### src/rtl/button_click_classifier_macros.svh
`ifndef BUTTON_CLICK_CLASSIFIER_MACROS_SVH
`define BUTTON_CLICK_CLASSIFIER_MACROS_SVH

// Check that cons holds in the same cycle as ante.
`define BCC_ASSERT_SAME(label, clk, rstn, ante, cons) \
    label: assert property (@(posedge clk) disable iff (!(rstn)) (ante) |-> (cons)) \
        else $error("bcc check failed");

// Check that cons holds in the cycle after ante.
`define BCC_ASSERT_NEXT(label, clk, rstn, ante, cons) \
    label: assert property (@(posedge clk) disable iff (!(rstn)) (ante) |=> (cons)) \
        else $error("bcc check failed");

`endif

### src/rtl/bcc_pkg.sv
package bcc_pkg;

    localparam logic [1:0] REQ_PRESS = 2'd0;
    localparam logic [1:0] REQ_TICK  = 2'd1;
    localparam logic [1:0] REQ_CLEAR = 2'd2;

    localparam logic [7:0] CFG_IDX_ENABLE     = 8'd0;
    localparam logic [7:0] CFG_IDX_LONG_TICKS = 8'd1;
    localparam logic [7:0] CFG_IDX_GAP_TICKS  = 8'd2;
    localparam logic [7:0] CFG_IDX_DOUBLE_MIN = 8'd3;

    localparam logic       RST_ENABLE     = 1'b1;
    localparam logic [6:0] RST_LONG_TICKS = 7'd10;
    localparam logic [3:0] RST_GAP_TICKS  = 4'd5;
    localparam logic [7:0] RST_DOUBLE_MIN = 8'd2;

    localparam logic [6:0] DONE_MARK = 7'd100;
    localparam logic [6:0] PRESS_MAX = 7'd127;
    localparam logic [3:0] GAP_MAX   = 4'd15;
    localparam logic [7:0] REP_MAX   = 8'd255;

    typedef struct packed {
        logic       double_click_enable;
        logic [6:0] long_ticks;
        logic [3:0] gap_ticks;
        logic [7:0] double_min;
    } cfg_t;

    // Packed so that timer_running lands in bit 0.
    typedef struct packed {
        logic double_click;
        logic single_click;
        logic long_press;
        logic sense_armed;
        logic timer_running;
    } res_t;

endpackage

### src/rtl/bcc_cfg.sv
module bcc_cfg (
    input  logic             aclk,
    input  logic             aresetn,
    input  logic             cfg_valid,
    input  logic             cfg_ready,
    input  logic [7:0]       cfg_index,
    input  logic [7:0]       cfg_data,
    output bcc_pkg::cfg_t    cfg
);
    import bcc_pkg::*;

    cfg_t cfg_reg;
    cfg_t cfg_next;

    always_comb begin
        cfg_next = cfg_reg;
        if (cfg_valid && cfg_ready) begin
            unique case (cfg_index)
                CFG_IDX_ENABLE:     cfg_next.double_click_enable = cfg_data[0];
                CFG_IDX_LONG_TICKS: cfg_next.long_ticks = cfg_data[6:0];
                CFG_IDX_GAP_TICKS:  cfg_next.gap_ticks = cfg_data[3:0];
                CFG_IDX_DOUBLE_MIN: cfg_next.double_min = cfg_data;
                default: ;
            endcase
        end
    end

    always_ff @(posedge aclk) begin
        if (!aresetn) begin
            cfg_reg.double_click_enable <= RST_ENABLE;
            cfg_reg.long_ticks          <= RST_LONG_TICKS;
            cfg_reg.gap_ticks           <= RST_GAP_TICKS;
            cfg_reg.double_min          <= RST_DOUBLE_MIN;
        end else begin
            cfg_reg <= cfg_next;
        end
    end

    assign cfg = cfg_reg;

endmodule

### src/rtl/bcc_core.sv
`include "button_click_classifier_macros.svh"

module bcc_core (
    input  logic             aclk,
    input  logic             aresetn,
    input  logic             step,
    input  logic [1:0]       req_type,
    input  logic             pin_level,
    input  bcc_pkg::cfg_t    cfg,
    output bcc_pkg::res_t    res
);
    import bcc_pkg::*;

    logic       checking_reg,     checking_next;
    logic [6:0] press_ticks_reg,  press_ticks_next;
    logic [3:0] gap_timer_reg,    gap_timer_next;
    logic [7:0] repeat_ticks_reg, repeat_ticks_next;
    logic       long_flag_reg,    long_flag_next;
    logic       single_flag_reg,  single_flag_next;
    logic       double_flag_reg,  double_flag_next;
    logic [6:0] held_ticks;

    // Held counter advance, saturating, stops one past the threshold.
    assign held_ticks = (press_ticks_reg <= cfg.long_ticks && press_ticks_reg != PRESS_MAX)
                        ? press_ticks_reg + 7'd1 : press_ticks_reg;

    always_comb begin
        checking_next     = checking_reg;
        press_ticks_next  = press_ticks_reg;
        gap_timer_next    = gap_timer_reg;
        repeat_ticks_next = repeat_ticks_reg;
        long_flag_next    = long_flag_reg;
        single_flag_next  = single_flag_reg;
        double_flag_next  = double_flag_reg;
        unique case (req_type)
            REQ_PRESS: checking_next = 1'b1;
            REQ_TICK: begin
                if (checking_reg) begin
                    if (!cfg.double_click_enable) begin
                        if (pin_level) begin
                            press_ticks_next = held_ticks;
                            if (held_ticks == cfg.long_ticks) long_flag_next = 1'b1;
                        end else begin
                            checking_next     = 1'b0;
                            press_ticks_next  = '0;
                            gap_timer_next    = '0;
                            repeat_ticks_next = '0;
                        end
                    end else if (pin_level) begin
                        if (gap_timer_reg == '0) begin
                            press_ticks_next = held_ticks;
                            if (held_ticks == cfg.long_ticks) long_flag_next = 1'b1;
                        end else if (repeat_ticks_reg != REP_MAX) begin
                            repeat_ticks_next = repeat_ticks_reg + 8'd1;
                        end
                    end else if (press_ticks_reg < cfg.long_ticks) begin
                        if (gap_timer_reg <= cfg.gap_ticks) begin
                            if (gap_timer_reg != GAP_MAX) gap_timer_next = gap_timer_reg + 4'd1;
                            if (repeat_ticks_reg >= cfg.double_min) begin
                                double_flag_next = 1'b1;
                                press_ticks_next = DONE_MARK;
                            end
                        end
                        // window closes: single click unless the press was a glitch
                        if (gap_timer_next == cfg.gap_ticks) begin
                            if (press_ticks_next > 7'd1) single_flag_next = 1'b1;
                            press_ticks_next = DONE_MARK;
                        end
                    end else begin
                        checking_next     = 1'b0;
                        press_ticks_next  = '0;
                        gap_timer_next    = '0;
                        repeat_ticks_next = '0;
                    end
                end
            end
            REQ_CLEAR: begin
                long_flag_next   = 1'b0;
                single_flag_next = 1'b0;
                double_flag_next = 1'b0;
            end
            default: ;
        endcase
    end

    always_ff @(posedge aclk) begin
        if (!aresetn) begin
            checking_reg     <= 1'b0;
            press_ticks_reg  <= '0;
            gap_timer_reg    <= '0;
            repeat_ticks_reg <= '0;
            long_flag_reg    <= 1'b0;
            single_flag_reg  <= 1'b0;
            double_flag_reg  <= 1'b0;
        end else if (step) begin
            checking_reg     <= checking_next;
            press_ticks_reg  <= press_ticks_next;
            gap_timer_reg    <= gap_timer_next;
            repeat_ticks_reg <= repeat_ticks_next;
            long_flag_reg    <= long_flag_next;
            single_flag_reg  <= single_flag_next;
            double_flag_reg  <= double_flag_next;
        end
    end

    assign res.timer_running = checking_next;
    assign res.sense_armed   = !checking_next;
    assign res.long_press    = long_flag_next;
    assign res.single_click  = single_flag_next;
    assign res.double_click  = double_flag_next;

    `BCC_ASSERT_SAME(a_idle_counters_zero, aclk, aresetn, !checking_reg,
        press_ticks_reg == '0 && gap_timer_reg == '0 && repeat_ticks_reg == '0)
    `BCC_ASSERT_NEXT(a_clear_drops_flags, aclk, aresetn, step && req_type == REQ_CLEAR,
        !long_flag_reg && !single_flag_reg && !double_flag_reg)
    `BCC_ASSERT_NEXT(a_press_arms_check, aclk, aresetn, step && req_type == REQ_PRESS,
        checking_reg)

endmodule

### src/rtl/button_click_classifier.sv
// Push button classifier: long press, single click and double click flags.
//
// Input stream s_*: one transfer per press edge, timer tick or clear request.
//   s_tuser carries the request kind, s_tdata bit 0 the sampled pin on a tick.
// Result stream m_*: exactly one transfer per input transfer, in order, giving
//   checking state, edge-sense state and the three flags after that item.
// Config channel cfg_*: register writes by index, always ready; write only
//   while no items are in flight.
// An input register feeds the state update, whose result is captured in the
//   output register in the same cycle the state advances; a result reaches
//   m_tvalid through the input and output registers in turn. Throughput is one
//   item per cycle while the receiver does not stall.
// Reset (aresetn low, synchronous) empties both stages, restores the register
//   defaults and clears all counters and flags.
// When the receiver stalls the output register holds its result and the input
//   register still takes one more item; after that s_tready drops until the
//   result is taken. Nothing is dropped.
`include "button_click_classifier_macros.svh"

module button_click_classifier (
    input  logic       aclk,
    input  logic       aresetn,
    input  logic       s_tvalid,
    output logic       s_tready,
    input  logic [7:0] s_tdata,   // [0] pin_level, [7:1] zero
    input  logic [1:0] s_tuser,   // [1:0] req_type
    output logic       m_tvalid,
    input  logic       m_tready,
    output logic [7:0] m_tdata,   // [0] timer_running, [1] sense_armed, [2] long_press,
                                  // [3] single_click, [4] double_click, [7:5] zero
    input  logic       cfg_valid,
    output logic       cfg_ready,
    input  logic [7:0] cfg_index,
    input  logic [7:0] cfg_data
);
    import bcc_pkg::*;

    logic       in_valid_reg;
    logic [1:0] req_type_reg;
    logic       pin_level_reg;
    logic       out_valid_reg;
    res_t       res_reg;
    res_t       res_next;
    cfg_t       cfg;
    logic       advance;

    // Move the held item into the result register when that slot frees up.
    assign advance   = in_valid_reg && (!out_valid_reg || m_tready);
    assign s_tready  = !in_valid_reg || advance;
    assign cfg_ready = 1'b1;

    always_ff @(posedge aclk) begin
        if (!aresetn) begin
            in_valid_reg  <= 1'b0;
            out_valid_reg <= 1'b0;
        end else begin
            if (s_tready) in_valid_reg <= s_tvalid;
            if (advance) out_valid_reg <= 1'b1;
            else if (m_tready) out_valid_reg <= 1'b0;
        end
    end

    always_ff @(posedge aclk) begin
        if (s_tvalid && s_tready) begin
            req_type_reg  <= s_tuser;
            pin_level_reg <= s_tdata[0];
        end
        if (advance) res_reg <= res_next;
    end

    bcc_cfg u_cfg (
        .aclk      (aclk),
        .aresetn   (aresetn),
        .cfg_valid (cfg_valid),
        .cfg_ready (cfg_ready),
        .cfg_index (cfg_index),
        .cfg_data  (cfg_data),
        .cfg       (cfg)
    );

    bcc_core u_core (
        .aclk      (aclk),
        .aresetn   (aresetn),
        .step      (advance),
        .req_type  (req_type_reg),
        .pin_level (pin_level_reg),
        .cfg       (cfg),
        .res       (res_next)
    );

    assign m_tvalid = out_valid_reg;
    assign m_tdata  = {3'b000, res_reg};

    `BCC_ASSERT_SAME(a_sense_is_not_running, aclk, aresetn, m_tvalid,
        m_tdata[1] != m_tdata[0])
    `BCC_ASSERT_NEXT(a_advance_fills_output, aclk, aresetn, advance, m_tvalid)
    `BCC_ASSERT_NEXT(a_stall_keeps_input, aclk, aresetn, in_valid_reg && !advance,
        in_valid_reg && $stable(req_type_reg))

endmodule

### config.mk
export PLATFORM = sky130hd
export DESIGN_NAME = button_click_classifier
export DESIGN_NICKNAME = d
export VERILOG_FILES = /design/src/rtl/bcc_pkg.sv /design/src/rtl/bcc_cfg.sv /design/src/rtl/bcc_core.sv /design/src/rtl/button_click_classifier.sv
export VERILOG_INCLUDE_DIRS = /design/src /design/src/rtl
export SDC_FILE = /design/constraint.sdc
export NUM_CORES = 1
export LEC_CHECK = 0
export BUFFER_PORTS_ARGS = -buffer_cell sky130_fd_sc_hd__buf_4
export CAP_MARGIN = 40
export CORE_ASPECT_RATIO = 0.75
export CORE_MARGIN = 5
export CORE_UTILIZATION = 50
export DETAILED_ROUTE_END_ITERATION = 8
export GPL_ROUTABILITY_DRIVEN = 0
export HOLD_SLACK_MARGIN = 0.06
export MAX_ROUTING_LAYER = met4
export PLACE_DENSITY = 0.72
export SYNTH_ARGS = -nofsm -noshare
export SYNTH_HDL_FRONTEND = slang
export SYNTH_SLANG_ARGS = --single-unit
### constraint.sdc
create_clock -name aclk -period 2.9 [get_ports aclk]
set_input_delay 0.145 -clock aclk [delete_from_list [all_inputs] [get_ports aclk]]
set_output_delay 0.145 -clock aclk [all_outputs]
set_load 0.03 [all_outputs]
==> flow_summary.toml <==
[cells_and_area]
areaGrowthSynthToFinish_pct = 14.6
fin_nets = 506
antenna_cells = 0
multi_input_area_sq_um = 2130
drive_above_1_share = 0.144
largest_reg_flops = 20
register_area_sq_um = 1140
final_area_sq_um = 3950
fillers = 619

[clocking]
cts_tree = "yes"
numCtsBuffers = 5
htreeDepth = 2
clk_pin_slew_ns = 0.10
cts_buffer_depth = 2
clk_latency_ns = 0.30
clockRootBuffer = "clkbuf_8"
cts_sinks = 53

[grt]
grt_pass1_wl_um = 14300
grt_pass1_vias = 2984
grt-ovfl-total = 0
antenna_found_initial = 0
globalRouteTotalUtil = 0.211
grt_max_degree = 25

[power]
power_mw = 1.29
p_leak_nw = 1.73
ir_drop_mv = 0.266
powerDensity_nw_per_um2 = 327

[die]
die_h_um = 81.9
core-area_sq_um = 6770
initial_core_util = 0.509
die_area_sq_um = 8670
fp.dieW_um = 106
rows = 26
ioPinCount = 42

[logic_synthesis]
syn_area_sq_um = 3440
synth_xor_area_frac = 0.0407
avgSynthCellArea_sq_um = 8.46
async_flop_share = 0
yosys.cell_types.count = 65
syn_inst = 407
synth_seq_area_share = 0.331
synth_mux_area_frac = 0.0610
synth_fa_ha_area_frac = 0.0908
ys.flop_type = "dfxtp_1"
synth_compound_area_frac = 0.193
synth_top_family_by_area = "simple AND/OR/NAND/NOR gates"
yosys.area_share.simple = 0.226
synth_enable_flop_cells = 8
synth-seq-cells = 53
ys_warn_count = 0

[timing]
fmax_mhz = 357
post-route-period-util = 0.965
finalSetupViolations = 0
hold_viol_final = 0
slew_headroom = 0.418
worst_pin_slew_ns = 0.871
finalCriticalPeriod_ns = 2.80
skew_ns = 0.0102
drv_slew = 0
rsz0062_at_grt = "true"

[route]
routed_wl_um = 8600
vias_per_cell = 5.90
route.detailed.drc = 0
vias = 3155
drt_iter0_drc = 170
wl_per_cell_um = 16.1
dr.pass1.iters = 4
postRouteAntennaNets = 0

[setup_path]
crit_slowest_cell = "a31oi_1"
r2r_start = "u_cfg.cfg[18]"
r2r_end = "m_tdata[2]"
critical_path.max_stage_delay_ns = 0.44
r2r_setup_slack_ns = 0.10
cp_max_fo = 10
endpoint = "m_tdata[2]"
critPathLaunchType = "register"
critPathLaunch = "u_cfg.cfg[18]"
critPathKind = "reg -> reg"
worstPathRequired_ns = 3.00
critical_path_arrival_ns = 2.90
path_cells = "inv_1 -> ha_1 -> nand4_1 -> a21o_1 -> a21o_2 -> a31oi_1 -> xnor2_1 -> nand2_1 -> o41ai_2"
endpoint_kind = "register"
reg2regPathDepth = 9

[flow_run]
drv_cap = 0

[placed_design]
hpwl_um = 6560
numPortBuffers = 30
placed_area_sq_um = 3790

[worst_hold_path]
worstHoldPathType = "in -> reg"

[outcome]
status = "finished clean"
-- how the worst min path moves through the flow --
stage / start / end / slack, ns / cells after the start
after floorplan: s_tdata[0] / pin_level_reg / 0.24 / 0
after global placement: s_tdata[0] / pin_level_reg / 0.32 / 1
after detailed placement: s_tdata[0] / pin_level_reg / 0.33 / 1
after CTS: cfg_data[2] / u_cfg.cfg[10] / 0.08 / 3
after global routing: cfg_data[2] / u_cfg.cfg[10] / 0.08 / 3
final: cfg_data[7] / u_cfg.cfg[7] / 0.09 / 3
-- power by group --
part	leakage [nW]	internal, mW	switching [mW]	total (mW)
Combinational	1.25	0.0429	0.0608	0.104
Clock	0.0445	0.194	0.232	0.426
Sequential	0.440	0.754	0.00783	0.762
-- per-stage QoR --
stage	setup WS, ns	utilization	TNS [ns]	hold WS (ns)	instances
floorplan	0.306	-	0	0.244	409
global placement	0.165	0.561	0	0.324	521
detailed placement	0.0985	0.561	0	0.326	521
CTS	0.0739	0.580	0	0.0811	533
global route	-0.0848	0.584	-0.0848	0.0792	535
finish	0.100	0.584	0	0.0866	535
-- cells in the final DEF, fill, tap and decap left out, drive strengths merged, types with 3 or more instances in the layout --
cell          n
conb          4
a21o          6
nand3b        3
nor4          4
clkbuf        7
nor2         44
buf          44
nor3         10
dfxtp        45
dlygate4sd3   4
nand2b        5
xnor2         8
mux2i        21
o21a          3
a2111oi       3
o21ai        13
edfxtp        8
o211ai        4
a31oi         7
a211oi        8
nand2        35
nand4         8
and4          4
nand3        16
a21oi        26
and3          4
a41oi         3
inv          29
ha           25
and2          6
nor2b         5
xor2          8
-- cell usage after synthesis, types with 3 or more instances --
| cell type | instances | share of area |
|---|---|---|
| o211ai_1 | 4 | 0.0087 |
| nor2b_1 | 5 | 0.0091 |
| o21ai_0 | 12 | 0.017 |
| ha_1 | 25 | 0.091 |
| and2_1 | 6 | 0.011 |
| a31oi_1 | 7 | 0.013 |
| mux2i_1 | 21 | 0.061 |
| and4_1 | 3 | 0.0076 |
| and3_1 | 4 | 0.0073 |
| nor3_1 | 9 | 0.013 |
| nand4_1 | 8 | 0.015 |
| a2111oi_0 | 3 | 0.0076 |
| dfxtp_1 | 45 | 0.26 |
| a21oi_1 | 24 | 0.035 |
| inv_1 | 29 | 0.032 |
| xnor2_1 | 8 | 0.020 |
| nor2_1 | 44 | 0.048 |
| xor2_1 | 8 | 0.020 |
| buf_2 | 3 | 0.0044 |
| nand2b_1 | 5 | 0.0091 |
| nand2_1 | 35 | 0.038 |
| edfxtp_1 | 8 | 0.070 |
| nand3b_1 | 3 | 0.0065 |
| buf_4 | 4 | 0.0087 |
| nand3_1 | 14 | 0.020 |
| o21a_1 | 3 | 0.0065 |
| clkbuf_1 | 6 | 0.0065 |
| a211oi_1 | 8 | 0.017 |
| a21o_1 | 5 | 0.011 |
| nor4_1 | 3 | 0.0054 |
| a41oi_1 | 3 | 0.0076 |
-- cell families after synthesis --
group,count (synthesis)
AOI/OAI and AO/OA,94
xor gates and xnor gates,16
adders and majority gates,25
buffers and inverters,43
DFF,53
muxes,21
other,2
and+or+nand+nor,153
-- worst max-delay path: cells and delay by family, from the launching register on --
family | cells | cell delay, ns
AO/OA/AOI/OAI | 4 | 1.30
buffers and inverters | 1 | 0.07
adder cells (fa/ha/maj) | 1 | 0.31
flip-flops | 1 | 0.43
XOR/XNOR | 1 | 0.23
AND/OR/NAND/NOR | 2 | 0.26
-- per-layer routing --
metal  global-route usage  part of all wire  vias to the layer above
li1                     -                 -                     1566
met1                0.298              0.50                     1484
met2                0.330              0.43                       95
met3               0.0322             0.055                       10
met4               0.0285            0.0071                        0
met5                    -                 0                        -
-- repair_timing --
action / in CTS / in global routing
hold endpoints to repair: 4 / 0
endpoints found under the setup margin: 0 / 3
hold buffers: 4 / 0
gates resized for setup: 0 / 2
buffers inserted: 0 / 2
-- layout make-up --
class	instances	share of cell area
clock buffer	7	0.0219
clock inverter	1	0.00190
inverter	29	0.0276
multi-input combinational	313	0.539
sequential	53	0.289
tap	84	0.0266
timing repair buffer	48	0.0938
Power figures use the tool's default switching activity.
